<file path="config.mk">
export PLATFORM = sky130hd
export DESIGN_NAME = swv_queue
export DESIGN_NICKNAME = d
export VERILOG_FILES = /design/src/hw/rtl/swv_pkg.sv /design/src/hw/rtl/swv_queue.sv
export SDC_FILE = /design/constraint.sdc
export NUM_CORES = 1
export LEC_CHECK = 0
export BUFFER_PORTS_ARGS = -buffer_cell sky130_fd_sc_hd__buf_2
export CAP_MARGIN = 0
export CORE_MARGIN = 5
export CORE_UTILIZATION = 41
export DETAILED_ROUTE_END_ITERATION = 8
export PLACE_DENSITY = 0.75
export SETUP_SLACK_MARGIN = 0.2
export SLEW_MARGIN = 10
export SYNTH_ARGS = -nofsm -noshare
export SYNTH_HDL_FRONTEND = slang
export SYNTH_SLANG_ARGS = --single-unit
</file>
<file path="constraint.sdc">
create_clock -name clk -period 1.2 [get_ports clk]
set_input_delay 0.06 -clock clk [delete_from_list [all_inputs] [get_ports clk]]
set_output_delay 0.06 -clock clk [all_outputs]
set_load 0.01 [all_outputs]
</file>
<file path="src/hw/rtl/swv_pkg.sv">
// ----------------------------------------------------------------------------
// swv_pkg
// Shared constants and state types for the sliding window variance block.
// ----------------------------------------------------------------------------
package swv_pkg;

  // Default sizing
  localparam int MAX_WINDOW_DEF  = 1024;
  localparam int SAMPLE_BITS_DEF = 24;

  // Fixed field widths
  localparam int CFG_W = 11;
  localparam int VAR_W = 47;

  // Window length after reset
  localparam logic [CFG_W-1:0] WINDOW_RESET = CFG_W'(5);

  // Depth of the queue between front and back
  localparam int Q_DEPTH = 2;

  typedef enum logic [1:0] {
    F_IDLE,
    F_SQ,
    F_UPD
  } front_state_t;

  typedef enum logic [2:0] {
    B_IDLE,
    B_MUL,
    B_SUB,
    B_DIV,
    B_OUT
  } back_state_t;

endpackage

</file>
<file path="src/hw/rtl/swv_queue.sv">
// ----------------------------------------------------------------------------
// swv_queue
// Short register queue carrying sums snapshots from front to back.
// ----------------------------------------------------------------------------
module swv_queue #(
  parameter int W     = 8,
  parameter int DEPTH = swv_pkg::Q_DEPTH
) (
  input  logic                       clk,
  input  logic                       rst,
  input  logic                       push,
  input  logic [W-1:0]               push_data,
  input  logic                       pop,
  output logic                       q_valid,
  output logic [W-1:0]               q_data,
  output logic                       q_full,
  output logic [$clog2(DEPTH+1)-1:0] q_count
);
  import swv_pkg::*;

  localparam int PW = (DEPTH > 1) ? $clog2(DEPTH) : 1;
  localparam int CW = $clog2(DEPTH + 1);

  logic [W-1:0]  mem [DEPTH];
  logic [PW-1:0] wr_ptr;
  logic [PW-1:0] rd_ptr;

  assign q_valid = (q_count != '0);
  assign q_full  = (q_count == CW'(DEPTH));
  assign q_data  = mem[rd_ptr];

  // Storage
  always_ff @(posedge clk) begin
    if (push) begin
      mem[wr_ptr] <= push_data;
    end
  end

  // Pointers and count
  always_ff @(posedge clk) begin
    if (rst) begin
      wr_ptr  <= '0;
      rd_ptr  <= '0;
      q_count <= '0;
    end else begin
      if (push) begin
        wr_ptr <= (wr_ptr == PW'(DEPTH - 1)) ? '0 : wr_ptr + PW'(1);
      end
      if (pop) begin
        rd_ptr <= (rd_ptr == PW'(DEPTH - 1)) ? '0 : rd_ptr + PW'(1);
      end
      if (push && !pop) begin
        q_count <= q_count + CW'(1);
      end else if (pop && !push) begin
        q_count <= q_count - CW'(1);
      end
    end
  end

endmodule

</file>
Word-level counts from Yosys, hierarchy flattened
Memory sizes are Yosys's and may differ from the RTL's. A register that Yosys moved wholly into a read port is not among the register bits. Index checks and enable logic that the tools add are counted.

Flip-flop bits (word level): 4. RAM bits: 16. Bits of input ports: 12. Output and inout bits: 12. Memories kept: 1.

Memories: mem (words 2, bits a word 8, read ports 1, clocked after Yosys merged registers in 1, write ports 1, RTL line swv_queue.sv:24) `logic [W-1:0] mem [DEPTH];`.

Add/subtract/negate cells: 4. Equality and inequality tests: 1. Mux-type cells: 8. Reductions and logical operators: 6.

Operator list (number): $mux 1 (6); $mux 2 (2); $reduce_bool 2->1 (2); $add 1x1->1 const B (2); $add 2x1->2 const B (1); $eq 2x2->1 const B (1); $logic_and 1x1->1 (2); $logic_not 1->1 (2); $sub 2x1->2 const B (1).

Depth between registers and ports, before layout
Gate-level depths: netlist of the first run.

Depth in word-level cells: 4. Depth in mapped cells: 5. Depth with buffers taken out: 5.

Least setup slack after synthesis of the first run
Ideal clock, no wire load.

Kind: reg-to-reg. From: register wr_ptr. To: memory mem[0][0], enable pin. Setup time: 373 ps. Arrival time: 715 ps. Setup slack: 112 ps. Stages on the path, launching flop included: 2. Buffers on the path: 0. Cell sequence: dfxtp_1 > nor2b_1.

RTL lines: start, declared (RTL line swv_queue.sv:25) `logic [PW-1:0] wr_ptr;`; start signal, assigned (RTL line swv_queue.sv:47) `wr_ptr <= (wr_ptr == PW'(DEPTH - 1)) ? '0 : wr_ptr + PW'(1);`; end, declared (RTL line swv_queue.sv:24).

Straight into the memory's write port.

==> impl_results.md, run 1 <==
* Sink of the worst hold path: rd_ptr
* Hold Path Class: in -> reg
* Post-synth EDFFs at 16
* Worst-path cell chain: mux2_4 -> buf_6
* First-pass GRT wire length at 2159 µm
* Critical-path top delay cell: dfxtp_4
* Clock sinks at 21
* Internal at 1.198 mW
* R2R Path Start: q_count[0]
* Yosys reg bits at 21
* Cell with the most instances after synthesis: edfxtp_1
* Hold Crit Start: pop
* Cell family with most CP delay: flip-flops
* Post-synth top cells: 16 x edfxtp_1, 8 x mux2_2, 5 x dfxtp_1, 4 x nor2_1
* Area grow syn2layout at 51.43%
* Biggest area consumer among synthesized cells: edfxtp_1
* Clock share of power at 20.8%
* RSZ-0062 raised after global routing: yes
* Final Setup Violations at 8
* Die area at 2892 µm²
* Largest net degree at the start of global routing at 12
* Clk_skew at 4.673 ps
* Critical Path Sink Type: output port
* Status: finished with violations
* Worst r2r dst: q_count[1]
* Yosys cell types at 16
* Core Box Area at 1783 µm²
* Critical Path Start Type: register
* Seq/Total Area, Yosys at 73.89%
* # port buffers at 23
* Worst setup margin at -60.25 ps
* Grt ovf at 0
* Worst path arrival time at 1200 ps
* Slew @ Worst Pin at 257.3 ps
* Chip height at 53.78 µm
* Synth Flop Type: edfxtp_1
* Mapped Area at 785.8 µm²
* Layout cells sized above 1 at 52.38%
* CP Max Fanout at 8
* Top post-synthesis cells by area: edfxtp_1 61%, dfxtp_1 13%, mux2_2 11%, xnor2_1 2.2%, xor2_1 2.2%
* Reg-to-reg slack, setup at 180 ps
* ANT cells at 0
* Die extent in x at 53.78 µm
* Syn nets at 60
* Initial antenna violation count at 0
* Via-to-Cell Ratio at between 4 and 5
* Final Hold Vio Count at 0
* Post-synth top area share at slightly above 60%
* I/O Pins at 24
* R2r worst-path depth at 3
* Sw Share at between 20% and 30%
* Worst IR drop on VDD at approximately 0.73 mV
* Relative slew margins at 82.81%
* WHS Path Cells at 3
* Post-DRT Antenna Nets at 0
* Asr flop ratio synth at 0%
* Final core area utilization at 66.74%
* RePlAce Congestion at 0.6388
* Routed Wire Length at 1503 µm
* Flop pwr share at 56.5%
* CTS tree: yes
* Psw at about 0.36 mW
* Max Clk Rate at 793.5 MHz
* Placed cell count at between 90 and 100
* First-pass detailed-route iteration total at 2
* Tot GR Track Use at roughly 11%
* Max incr delay on CP at 450 ps
* Leakage power at slightly below 0.5 nW
* Drt wl/cell at 13.79 µm
* Combinational Power Share at 22.7%
* CP Buf/Inv Count at 1
* Post-synthesis area per instance at between 15 and 20 µm²
* Critical setup path kind: reg -> out
* # fillers at 128
* CTS clk-pin slew, worst paths at 110 ps
* Site Rows at 15
* Clk_lat worst skew at slightly below 300 ps
* Max Transition Viols Final at 0
* WHS at 56.12 ps
* Initial DRC count at 8
* Yosys Warn Count at 0
* Cts bufs inserted at 3
* Cell Count, Final, Fillers Out at 109
* Initial core utilization at 44.07%
* Nets at 98
* CTS Root Cell: clkbuf_4
* Pwr Density at 1312 nW/µm²
* Drt drc at 0
* WP data required at around 1100 ps
* Minimum clock period at 1260 ps
* CTS H-tree lvls at 1
* Final Cycle Share at 105.0%
* Routed vias at 491
* Failing checks: setup timing
* Dpl hpwl at 891.2 µm
* Post-Synthesis Cells at between 40 and 50
* Number of buffers on the longest clock path at 2
* Vias in the first global route at 483
* MaxCap Viol Count at 0
[final cells by class]
type / instances / area [µm²] / area share, %
clock buffer: 4 / 26.28 / 2.208
tap: 25 / 31.28 / 2.629
timing repair buffer: 34 / 292.8 / 24.61
inverter: 1 / 3.754 / 0.3155
multi-input combinational: 24 / 246.5 / 20.72
sequential: 21 / 589.3 / 49.53
[repair_timing]
item                                   CTS  global route
hold buffers                             9             0
buffers inserted                         2             0
gates resized for setup                 25             4
pin swaps                                2             0
endpoints found under the hold margin   21             0
setup endpoints to repair               27            12
[per-layer routing]
metal | vias to the layer above | wire [µm] | global-route usage (%)
met5 | - | 0 | 0
met3 | 2 | 96 | 3.324
li1 | 242 | - | -
met2 | 16 | 786 | 18.35
met1 | 231 | 601 | 12.30
met4 | 0 | 18 | 6.383
[per-stage QoR]
stage / worst slack (ps) / instance area, µm² / power, mW / TNS, ps
floorplan: 220.2 / 789.5 / 1.013 / 0
global placement: 109.0 / 930.9 / 1.097 / 0
detailed placement: 104.4 / 930.9 / 1.103 / 0
CTS: -54.93 / 1170 / 1.546 / -414.9
global route: -106.0 / 1190 / 1.636 / -757.5
finish: -60.25 / 1190 / 1.562 / -410.4
[power groups by stage]
| stage | Sequential (mW) | Clock (mW) | Combinational (mW) |
|---|---|---|---|
| 5_1_grt | 0.890 | 0.366 | 0.379 |
| 6_report | 0.882 | 0.326 | 0.354 |
| 3_3_place_gp | 0.888 | 0 | 0.209 |
| 4_1_cts | 0.880 | 0.330 | 0.336 |
| 2_1_floorplan | 0.881 | 0 | 0.132 |
| 3_5_place_dp | 0.891 | 0 | 0.212 |
[flip-flops by register name (all words and copies together) (netlist names), named ones only]
| name | cells |
|---|---|
| wr_ptr | 1 |
| q_count | 2 |
| mem | 16 |
| rd_ptr | 1 |
[worst min-delay path, cell delays in order]
cell	delay, ps
buf_2	100
xnor2_1	70
nor2_1	90
[logic make-up after synthesis]
logic type,count (synthesis),synth area share [%]
muxes,8,11.47
adders and majority gates,1,1.592
xor gates and xnor gates,4,4.459
and+or+nand+nor,9,6.212
buffers and inverters,2,1.114
AOI/OAI and AO/OA,2,1.273
DFF,21,73.89
[worst max-delay path by stage]
stage	slack, ps	endpoint	cells after the start	from
after floorplan	220	q_count[1]	3	q_count[0]
after global placement	110	q_data[1]	2	register
after detailed placement	100	mem[1][4]	1	wr_ptr
after CTS	-50	q_data[3]	2	register
after global routing	-110	q_data[7]	2	register
final	-60	q_data[7]	2	register
[cells in the final DEF (no fill, tap or decap), types with 2 or more instances in the layout]
| master | synthesis | final |
|---|---|---|
| dfxtp_1 | 5 | 2 |
| buf_6 | 0 | 12 |
| clkbuf_4 | 0 | 3 |
| dfxtp_4 | 0 | 2 |
| edfxtp_1 | 16 | 16 |
| buf_2 | 1 | 12 |
| xnor2_1 | 2 | 2 |
| nor2_1 | 4 | 4 |
| dlygate4sd3_1 | 0 | 9 |
| mux2_4 | 0 | 8 |
No activity file was read; power rests on OpenSTA's default activity.
==> run 2: changes to the inputs <==
--- a/config.mk
+++ b/config.mk
@@ -9,6 +9,7 @@
 export CAP_MARGIN = 0
 export CORE_MARGIN = 5
 export CORE_UTILIZATION = 41
+export CTS_BUF_LIST = sky130_fd_sc_hd__clkbuf_8
 export DETAILED_ROUTE_END_ITERATION = 8
 export PLACE_DENSITY = 0.75
 export SETUP_SLACK_MARGIN = 0.2
==> run 2 against run 1 <==
Net effect:
- the run now ends clean
- power rose by 5.7%
- sequential cell count did not move
- maximum frequency rose by 5.5%
- die area did not move
- routed wire length fell by 1.9%
- combinational power fell by 4%
- cell count fell by 0.92%
- sequential power barely moved
- clock skew fell by 3.1 ps
- critical path type unchanged
- critical endpoint unchanged
==> impl_results.md, run 2 (synthesized netlist as in run 1, its figures left out) <==
* Clk_lat worst skew at ~250 ps
* Final core area utilization at about two thirds
* Hold Path Class: in -> reg
* Worst IR drop on VDD at 0.9340 mV
* Final Hold Vio Count at 0
* Max reg flops at 16
* DP Area at approximately 930 µm²
* Final TNS setup at 0 ps
* Sink of the worst hold path: q_count[1]
* Initial antenna violation count at 0
* Placed cell count at 94
* Area grow syn2layout at 51.27%
* R2r worst-path depth at 3
* CTS clk-pin slew, worst paths at ~70 ps
* Relative slew margins at between 80% and 90%
* Number of buffers on the longest clock path at 2
* Die extent in x at 53.78 µm
* Post-DRT Antenna Nets at 0
* Dpl hpwl at 891.2 µm
* Largest registers: mem (16), q_count (2)
* Status: finished, final reports clean
* Nets at 97
* CTS tree: yes
* Drt drc at 0
* Worst setup margin at 5.440 ps
* Initial DRC count at 3
* Hold Crit Start: rst
* Die area at 2892 µm²
* Max Transition Viols Final at 0
* Tot GR Track Use at 10.94%
* # port buffers at 23
* First-pass GRT wire length at 2173 µm
* Critical Path Sink Type: output port
* Leakage power at between 0.5 and 0.6 nW
* Final Setup Violations at 0
* Chip height at 53.78 µm
* Grt ovf at 0
* Max Clk Rate at 837.1 MHz
* Worst r2r dst: q_count[1]
* Final Cycle Share at 99.55%
* Layout cells sized above 1 at 53.01%
* Final Cell Area at 1189 µm²
* WP data required at 1140 ps
* Cts bufs inserted at 3
* I/O Pins at 24
* Pwr Density at 1388 nW/µm²
* Routed Wire Length at 1474 µm
* Cell Count, Final, Fillers Out at 108
* Via-to-Cell Ratio at 4.398
* Largest net degree at the start of global routing at 12
* ANT cells at 0
* WHS Path Cells at 2
* Commonest non-fill, non-tap cell in the layout: edfxtp_1
* RePlAce Congestion at 0.6388
* RSZ-0062 raised after global routing: yes
* Critical setup path kind: reg -> out
* Clk_skew at roughly 1.6 ps
* R2R Path Start: q_count[0]
* Routed vias at 475
* Clock sinks at 21
* CP Max Fanout at 8
* Vias in the first global route at 466
* Reg-to-reg slack, setup at 190 ps
* Commonest cells after routing, fill and taps aside: 16 x edfxtp_1, 13 x buf_2, 10 x buf_6
* Minimum clock period at 1195 ps
* First-pass detailed-route iteration total at 2
* MaxCap Viol Count at 0
* Slew @ Worst Pin at 267.3 ps
* Core Box Area at 1783 µm²
* Pre-CTS setup slack at 104.4 ps
* Max incr delay on CP at 440 ps
* Drt wl/cell at roughly 14 µm
* Top reg by flops: mem
* Initial core utilization at 44.07%
* CTS H-tree lvls at 1
* Worst path arrival time at approximately 1100 ps
* Site Rows at 15
* Worst-path cell chain: mux2_4 -> buf_6
* Critical Path Start Type: register
* CTS Root Cell: clkbuf_8
* Critical-path top delay cell: dfxtp_4
run 2: cell count changes in the layout (fill, tap and decap cells not counted):
cell / change
buf_6: -2
clkbuf_4: -3
dlygate4sd3_1: -1
clkbuf_1: -1
clkbuf_8: +3
buf_4: +1
buf_2: +1
inv_1: +1
run 2: worst max path at each step:
stage | startpoint | end | slack [ps] | depth (start not counted)
2_1_floorplan | q_count[0] | q_count[1] | 220 | 3
3_3_place_gp | register | q_data[1] | 110 | 2
3_5_place_dp | wr_ptr | mem[1][4] | 100 | 1
4_1_cts | register | q_data[0] | -3 | 2
5_1_grt | register | q_data[7] | -40 | 2
6_report | register | q_data[7] | 5 | 2
run 2: critical path: cells and delay by family, from the launching register on:
kind / cells / cell delay [ps]
flip-flops: 1 / 440
multiplexers: 1 / 330
buffers and inverters: 1 / 120
run 2: metrics by stage:
stage	hold slack [ps]	total power, mW
finish	19.56	1.650
global route	23.79	1.730
CTS	10.99	1.654
detailed placement	250.7	1.103
global placement	249.1	1.097
floorplan	125.0	1.013
run 2: what timing repair did:
item / CTS / global route
resized for setup: 25 / 2
endpoints found under the setup margin: 27 / 11
endpoints found under the hold margin: 16 / 0
pin swaps: 1 / 0
buffers inserted: 2 / 0
hold buffers: 8 / 0
run 2: layer usage:
layer  up-vias  track usage (%)  wire, µm
met3         2            3.324        94
met1       221            12.48       582
met4         0            5.106        21
li1        238                -         -
met5         -                0         0
met2        14            18.55       776
run 2: power by group:
| part | total [mW] | switching [mW] | internal [mW] |
|---|---|---|---|
| sequential | 0.882 | 0.0389 | 0.843 |
| clock | 0.428 | 0.201 | 0.227 |
| combinational | 0.340 | 0.126 | 0.215 |
| total | 1.65 | 0.366 | 1.28 |
run 2: area by class of cell:
| cell class | count | area, µm² |
|---|---|---|
| tap | 25 | 31.28 |
| fill | 128 | 594.3 |
| clock inverter | 1 | 3.754 |
| sequential | 21 | 589.3 |
| clock buffer | 3 | 41.29 |
| multi-input combinational | 24 | 246.5 |
| timing repair buffer | 33 | 272.8 |
| inverter | 1 | 3.754 |
