**config.mk**
```make
export PLATFORM = sky130hd
export DESIGN_NAME = swv_back
export DESIGN_NICKNAME = d
export VERILOG_FILES = /design/src/hw/rtl/swv_pkg.sv /design/src/hw/rtl/swv_back.sv
export SDC_FILE = /design/constraint.sdc
export NUM_CORES = 1
export LEC_CHECK = 0
export BUFFER_PORTS_ARGS = -buffer_cell sky130_fd_sc_hd__buf_2
export CORE_ASPECT_RATIO = 0.6
export CORE_MARGIN = 2
export CORE_UTILIZATION = 56
export CTS_BUF_LIST = sky130_fd_sc_hd__clkbuf_8
export DETAILED_ROUTE_END_ITERATION = 8
export GPL_TIMING_DRIVEN = 0
export PLACE_DENSITY = 0.8
export SYNTH_ARGS = -nofsm -noshare
export SYNTH_HDL_FRONTEND = slang
export SYNTH_SLANG_ARGS = --single-unit
```
**constraint.sdc**
```tcl
create_clock -name clk -period 12 [get_ports clk]
set_input_delay 1.2 -clock clk [delete_from_list [all_inputs] [get_ports clk]]
set_output_delay 1.2 -clock clk [all_outputs]
set_load 0.02 [all_outputs]
```
**src/hw/rtl/swv_pkg.sv**
```systemverilog
// ----------------------------------------------------------------------------
// swv_pkg
// Shared constants and state types for the sliding window variance block.
// ----------------------------------------------------------------------------
package swv_pkg;

  // Default sizing
  localparam int MAX_WINDOW_DEF  = 1024;
  localparam int SAMPLE_BITS_DEF = 24;

  // Fixed field widths
  localparam int CFG_W = 11;
  localparam int VAR_W = 47;

  // Window length after reset
  localparam logic [CFG_W-1:0] WINDOW_RESET = CFG_W'(5);

  // Depth of the queue between front and back
  localparam int Q_DEPTH = 2;

  typedef enum logic [1:0] {
    F_IDLE,
    F_SQ,
    F_UPD
  } front_state_t;

  typedef enum logic [2:0] {
    B_IDLE,
    B_MUL,
    B_SUB,
    B_DIV,
    B_OUT
  } back_state_t;

endpackage

```
**src/hw/rtl/swv_back.sv**
```systemverilog
// ----------------------------------------------------------------------------
// swv_back
// Turns a sums snapshot into a variance: shift-add products, a subtract,
// then a restoring divide by N*N, one bit per cycle.
// ----------------------------------------------------------------------------
module swv_back #(
  parameter int MAX_WINDOW  = swv_pkg::MAX_WINDOW_DEF,
  parameter int SAMPLE_BITS = swv_pkg::SAMPLE_BITS_DEF
) (
  input  logic                                              clk,
  input  logic                                              rst,
  input  logic                                              q_valid,
  input  logic signed [SAMPLE_BITS+$clog2(MAX_WINDOW)-1:0]  q_s1,
  input  logic [2*SAMPLE_BITS-1+$clog2(MAX_WINDOW)-1:0]     q_s2,
  input  logic [$clog2(MAX_WINDOW+1)-1:0]                   q_n,
  output logic                                              pop,
  output logic                                              out_valid,
  input  logic                                              out_stall,
  output logic [swv_pkg::VAR_W-1:0]                         variance
);
  import swv_pkg::*;

  localparam int AW   = $clog2(MAX_WINDOW);
  localparam int NW   = $clog2(MAX_WINDOW + 1);
  localparam int S1_W = SAMPLE_BITS + AW;
  localparam int S2_W = 2 * SAMPLE_BITS - 1 + AW;
  localparam int NN_W = 2 * NW;
  localparam int DW   = (S2_W + NW > 2 * S1_W) ? S2_W + NW : 2 * S1_W;
  localparam int CW   = $clog2(DW + 1);

  back_state_t state, state_next;

  logic [DW-1:0]   mc_a, mc_b;
  logic [DW-1:0]   acc_a, acc_b;
  logic [NW-1:0]   mp_n;
  logic [S1_W-1:0] mp_s;
  logic [NN_W-1:0] nn;
  logic [DW-1:0]   dvd;
  logic [NN_W-1:0] rem;
  logic [CW-1:0]   cnt;

  logic [S1_W-1:0] s1_mag;
  logic [NN_W:0]   rem_sh;
  logic            q_bit;

  assign s1_mag = q_s1[S1_W-1] ? S1_W'(-q_s1) : S1_W'(q_s1);

  // One restoring divide step
  assign rem_sh = {rem, dvd[DW-1]};
  assign q_bit  = (rem_sh >= {1'b0, nn});

  // Next state
  always_comb begin
    state_next = state;
    case (state)
      B_IDLE: begin
        if (q_valid) state_next = B_MUL;
      end
      B_MUL: begin
        if (cnt == CW'(S1_W - 1)) state_next = B_SUB;
      end
      B_SUB: state_next = B_DIV;
      B_DIV: begin
        if (cnt == CW'(DW - 1)) state_next = B_OUT;
      end
      B_OUT: begin
        if (!out_stall) state_next = B_IDLE;
      end
      default: state_next = B_IDLE;
    endcase
  end

  // Outputs
  always_comb begin
    pop       = 1'b0;
    out_valid = 1'b0;
    case (state)
      B_IDLE:  pop       = q_valid;
      B_OUT:   out_valid = 1'b1;
      default: pop       = 1'b0;
    endcase
  end

  assign variance = VAR_W'(dvd);

  // Datapath
  always_ff @(posedge clk) begin
    case (state)
      B_IDLE: begin
        mc_a  <= DW'(q_s2);
        mc_b  <= DW'(s1_mag);
        mp_n  <= q_n;
        mp_s  <= s1_mag;
        acc_a <= '0;
        acc_b <= '0;
        nn    <= NN_W'(q_n) * NN_W'(q_n);
        cnt   <= '0;
      end
      B_MUL: begin
        // N*S2 and S1*S1 side by side, one multiplier bit per cycle
        if (mp_n[0]) acc_a <= acc_a + mc_a;
        if (mp_s[0]) acc_b <= acc_b + mc_b;
        mc_a <= mc_a << 1;
        mc_b <= mc_b << 1;
        mp_n <= mp_n >> 1;
        mp_s <= mp_s >> 1;
        cnt  <= (cnt == CW'(S1_W - 1)) ? '0 : cnt + CW'(1);
      end
      B_SUB: begin
        dvd <= (acc_a >= acc_b) ? acc_a - acc_b : '0;
        rem <= '0;
        cnt <= '0;
      end
      B_DIV: begin
        // quotient bits shift in from the bottom
        rem <= q_bit ? NN_W'(rem_sh - {1'b0, nn}) : NN_W'(rem_sh);
        dvd <= {dvd[DW-2:0], q_bit};
        cnt <= cnt + CW'(1);
      end
      default: cnt <= cnt;
    endcase
  end

  always_ff @(posedge clk) begin
    if (rst) begin
      state <= B_IDLE;
    end else begin
      state <= state_next;
    end
  end

endmodule
```
# Word level (Yosys, flattened, before mapping)
# Cells that the tools add are included.
[op_classes] add_sub_neg=6 multipliers=1 n_lt_le_gt_ge=2 n_eq_ne=12 mux=22 reduce_logical=8
[ops] op="68-bit case mux with 2 select lines" count=5
[ops] op="68-bit two-way mux" count=3
[ops] op="68-bit adder" count=2
[ops] op="68-bit greater-or-equal comparator" count=1
[ops] op="34-bit case mux with 2 select lines" count=1
[ops] op="68-bit subtractor" count=1
[ops] op="22-bit case mux with 2 select lines" count=1
[ops] op="34-bit two-way mux" count=1
[ops] op="34-bit negation" count=1
[ops] op="23-bit by 22-bit greater-or-equal comparator with 1-bit output" count=1
[ops] op="11-bit by 11-bit multiplier with 22-bit output" count=1
[ops] op="22-bit two-way mux" count=1
[ops] op="11-bit case mux with 2 select lines" count=1
[ops] op="22-bit subtractor" count=1
[ops] op="7-bit case mux with 3 select lines" count=1
[ops] op="3-bit case mux with 5 select lines" count=1
[ops] op="3-bit two-way mux" count=4
[ops] op="2-bit != test (second input constant)" count=6
[ops] op="7-bit by 1-bit adder with 7-bit output (second input constant)" count=1
[ops] op="7-bit by 6-bit equality test with 1-bit output (second input constant)" count=1
[ops] op="7-bit equality test (second input constant)" count=1
[ops] op="7-bit two-way mux" count=1
[ops] op="3-bit by 2-bit equality test with 1-bit output (second input constant)" count=2
[ops] op="2-bit AND reduction" count=2
[ops] op="8 further kinds" count=10
[word_totals] reg_bits=439 inputBits=106 output_inout_bits=49 elab_cells=62

# Depth between registers and ports, before layout
[depth] ltp_word=3 mapped_depth=21 ltp_nobuf=20

# Worst setup path before layout
# No wires, ideal clock.
[synth_path] kind="register to register" startpoint="register state[2]" endpoint="register acc_a[0] (enable)" setup_ns=0.598 t_arrival_ns=10.883 t_required_ns=11.402 setup_slack_ns=0.519 stages_incl_launch_ff=4 path_buffers=1 period_less_slack_ns=11.481 path_cell_list="dfxtp_1 > nor2_1 > clkbuf_1 > a21boi_0"
[synth_between] elab_chain_cells=3 word_cells_on_any_way=5 cone_classes="eq/ne: 2; reduce/logical: 3"
[synth_rtl] item="from (decl)" line="swv_back.sv:31" source="back_state_t state, state_next;"
[synth_rtl] item="from (signal assigned)" line="swv_back.sv:128" source="state <= state_next;"
[synth_rtl] item="3-bit by 1-bit equality test with 1-bit output / 3-bit logical NOT (equally long branches)" line="swv_back.sv:88" source="case (state)"
[synth_rtl] item="2-bit != test (no line) / 2-bit nonzero test (equally long branches)"
[synth_rtl] item="2-bit AND reduction (no line) *"
[synth_rtl] item="to (signal assigned)" line="swv_back.sv:101" source="if (mp_n[0]) acc_a <= acc_a + mc_a;"
[synth_rtl] item="to (decl)" line="swv_back.sv:34" source="logic [DW-1:0] acc_a, acc_b;"
# Every way passes the cells marked *; elsewhere a longest branch is shown, timed or not.
# A chain may end at the register's enable or synchronous reset.

# Worst setup path after layout
[layout_path] startpoint="input q_n[5]" endpoint="register nn[19] (data pin)"
[layout_between] elab_chain_cells=1
[layout_rtl] item="from (decl)" line="swv_back.sv:15" source="input logic [$clog2(MAX_WINDOW+1)-1:0] q_n,"
[layout_rtl] item="11-bit by 11-bit multiplier with 22-bit output" line="swv_back.sv:96" source="nn <= NN_W'(q_n) * NN_W'(q_n);"
[layout_rtl] item="to (signal assigned)" line="swv_back.sv:96"
[layout_rtl] item="to (decl)" line="swv_back.sv:37" source="logic [NN_W-1:0] nn;"
# Every way passes these cells.

==> summary.md <==
| Metric | Value |
|---|---|
| CTS tree | `yes` |
| Simple-gate share of the synthesized area | `16.6%` |
| Vias in the first global route | `26380` |
| Max cap viols | `0` |
| DR vias/cell | `5.99` |
| Part of the power in registers | `25.2%` |
| Vias | `28825` |
| Cell Count, Final, Fillers Out | `4814` |
| Clk_lat worst skew | `0.70 ns` |
| Clock Sinks | `438` |
| Top cells by area, synth | `edfxtp_1 (38%), ha_1 (10%), nand2_1 (5.5%)` |
| Cell Pwr Density | `311 mW/mm^2` |
| Cts repair resizes | `0` |
| DRC errors left | `0` |
| Input/output buffers | `154` |
| Clock power frac | `10.9%` |
| Post-synth EDFFs | `435` |
| I/O pin count | `155` |
| Largest net degree at the start of global routing | `66` |
| Commonest register cell after synthesis | `edfxtp_1` |
| Die ar. | `0.0630 mm^2` |
| LEAKAGE | `16.7 nW` |
| WP data required | `12.44 ns` |
| Switching Fraction | `49.3%` |
| Synth top area share | `38.2%` |
| R2R Setup Slk | `7.07 ns` |
| RePlAce Congestion | `0.982` |
| R2R cell count | `14` |
| Worst Clk Skew | `0.0288 ns` |
| Status | `complete, no violations` |
| Arrival @ worst endpoint | `6.67 ns` |
| H-tree Lvls | `3` |
| Hold Buf Count CTS | `0` |
| Most common cell in the netlist | `nand2_1` |
| Overflow after GRT | `0` |
| Multiplexer share of the synthesized area | `0.821%` |
| CTS buffer count | `72` |
| CTS max path bufs | `3` |
| Final Max Tran Viols | `0` |
| Ys async rst share | `0%` |
| Share of cells above drive strength 1 | `8.48%` |
| Setup violators final | `0` |
| #FFs+latches synth | `438` |
| Hold depth | `2` |
| Syn_area_per_cell | `9.24 um^2` |
| Clk slew on worst S/H paths | `0.06 ns` |
| RSZ-0062 raised after global routing | `false` |
| Adder-Cell Fraction of Synth Area | `14.1%` |
| Drt total wl | `97900 um` |
| Combinational Power Share | `63.9%` |
| Hold_sp | `mp_n[6]$_DFFE_PN_` |
| Synth Warn # | `0` |
| Switching pwr | `5.76 mW` |
| Critical path fanouts, max | `10` |
| Sequential-to-total area share from yosys stat | `38.4%` |
| Post-route ant nets | `0` |
| DR pass1 iterations | `7` |
| Root buffer cell | `clkbuf_8` |
| CP Capture Type | `flip-flop` |
| GR Util All Layers | `31.0%` |
| First-pass GRT wire length | `151000 um` |
| Drt wl/cell | `20.3 um` |
| Worst flop-to-flop path startpoint | `acc_a[0]$_SDFFCE_PN0P_` |
| Largest family of logic cells by synthesized area | `compound AO/OA/AOI/OAI gates` |
| Syn_nets | `4145` |
| DRT iter0 DRCs | `3418` |
| Area grow syn2layout | `9.90%` |
| Row cnt | `70` |
| Fmax achieved | `0.161 GHz` |
| RR Endpoint | `acc_a[64]$_SDFFCE_PN0P_` |
| Post-CTS setup repair buffer count | `0` |
| Tmin final | `6.23 ns` |
| DP Cell Count | `4688` |
| Startpoint Class | `primary input` |
| Final period util | `51.9%` |
| Compound-Gate Fraction of Synth Area | `18.3%` |
| Worst min path class | `flip-flop to flip-flop` |
| Core Footprint | `0.0606 mm^2` |
| Slew at the pin closest to its max-slew limit | `1.37 ns` |
| Detailed Place HPWL | `77400 um` |
| Worst vdd ir | `149 uV` |
| Footprint of the multi-input gates | `0.0191 mm^2` |
| Layout Utilization | `61.9%` |
| Hold path endpoint | `mp_n[5]$_DFFE_PN_` |
| Antenna violations before repair | `1` |
| Yosys top cell by area | `edfxtp_1` |
| Post-synthesis xor/xnor area fraction | `6.10%` |
| Die Span X | `323 um` |
| Height of the die | `195 um` |
| Final hold viol count | `0` |
| Max_slew headroom | `8.76%` |
| Pint | `5.92 mW` |
| Initial Util | `56.4%` |
| Post-synth top cells | `nand2_1 (500), edfxtp_1 (435), ha_1 (278), a21oi_1 (273), inv_1 (259)` |
| Distinct cells, synth | `80` |
| Register area | `0.0131 mm^2` |
| Filler instances | `5178` |
| Nets | `4384` |
| Synthesized cell area | `0.0342 mm^2` |
| Post-Synthesis Cells | `3695` |
| CP Class | `primary input to flip-flop` |
[placed cells by master (no fill, tap or decap), types with 8 or more instances in the layout]
cell type	Yosys	final
a221o_1	8	8
o31ai_1	69	69
or3_1	19	19
o211ai_1	24	24
buf_2	3	157
a31oi_1	32	32
xnor2_1	126	126
o41ai_1	10	10
fa_1	66	66
o21bai_1	49	49
clkinv_2	0	9
nand2_1	500	500
clkbuf_8	0	73
o21a_1	90	90
xor2_1	112	112
edfxtp_1	435	435
clkinv_1	0	21
ha_1	278	278
a21oi_1	273	273
a21o_1	130	130
nor4_1	8	8
nor2_1	258	257
o21ai_0	152	152
mux2i_1	28	28
and3_1	83	83
nand4_1	59	59
and2_1	58	58
o21ai_1	11	11
a211oi_1	22	22
nor3_1	58	57
nor2b_1	37	37
nand3_1	55	55
a21boi_0	14	12
buf_1	13	13
clkbuf_1	147	146
buf_4	48	48
nand2b_1	38	38
inv_1	259	271
[critical path, cell delays in order]
cell and delay (ns):
buf_2 0.12, clkbuf_1 0.50, nand2_1 0.18, fa_1 0.55, inv_1 0.07, fa_1 0.50, inv_1 0.05, fa_1 0.54
inv_1 0.05, fa_1 0.47, inv_1 0.05, fa_1 0.47, inv_1 0.04, ha_1 0.33, nand2_1 0.06, o21ai_0 0.37
a41oi_1 0.21, a211oi_1 0.35, o21a_1 0.18, o21ai_0 0.10, nor2b_1 0.16, xnor2_1 0.12
[flip-flops by register name, summed over array words and instances (netlist names)]
| signal | cells |
|---|---|
| acc_a | 68 |
| acc_b | 68 |
| cnt | 7 |
| dvd | 68 |
| mc_a | 68 |
| mc_b | 68 |
| mp_n | 11 |
| mp_s | 34 |
| nn | 21 |
| rem | 22 |
| state | 3 |
[cell type report]
class / instances / share of cell area [%]
multi-input combinational: 2787 / 50.9
sequential: 438 / 35.0
tap: 828 / 2.76
clock buffer: 73 / 2.68
timing repair buffer: 165 / 2.68
buffer: 211 / 2.61
inverter: 259 / 2.59
clock inverter: 52 / 0.787
antenna: 1 / 0.00667
[routing by layer]
| metal | track usage [%] | routed length [um] | vias up |
|---|---|---|---|
| met1 | 47.8 | 45100 | 13506 |
| met4 | 8.91 | 2590 | 2 |
| met2 | 41.5 | 38100 | 1472 |
| li1 | - | - | 13694 |
| met5 | 0 | 13 | - |
| met3 | 9.13 | 12100 | 151 |
[power by group through the flow]
stage	Combinational, mW	Sequential, mW	Clock (mW)
floorplan	5.31	2.81	0
global placement	6.99	3.03	0
detailed placement	7.18	2.95	0
CTS	7.22	2.92	1.29
global route	8.16	2.98	1.35
finish	7.46	2.94	1.28
[worst max-delay path by stage]
| stage | from | to | slack [ns] |
|---|---|---|---|
| 5_1_grt | q_n[5] | nn[19]$_DFFE_PP_ | 5.45 |
| 2_1_floorplan | state[2]$_SDFFE_PP0P_ | acc_a[0]$_SDFFCE_PN0P_ | 0.52 |
| 3_5_place_dp | q_n[5] | nn[19]$_DFFE_PP_ | 5.09 |
| 4_1_cts | q_n[5] | nn[19]$_DFFE_PP_ | 5.85 |
| 6_report | q_n[5] | nn[19]$_DFFE_PP_ | 5.77 |
| 3_3_place_gp | state[2]$_SDFFE_PP0P_ | acc_b[55]$_SDFFCE_PN0P_ | -5.70 |
[per-stage QoR]
step	area [um^2]	power (mW)	setup slack [ns]	setup TNS [ns]	hold WS, ns
after global routing	37500	12.5	5.45	0	0.545
after global placement	36000	10.0	-5.70	-768.21	0.490
after floorplan	34200	8.12	0.519	0	0.484
final	37500	11.7	5.77	0	0.518
after detailed placement	36200	10.1	5.09	0	0.502
after CTS	37500	11.4	5.85	0	0.521
[cells by family after synthesis]
group           after synthesis
flops                       438
compound gates              960
mux                          28
buf+inv                     470
xor+xnor                    238
simple gates               1217
fa+ha+maj                   344
Power figures use the tool's default switching activity.
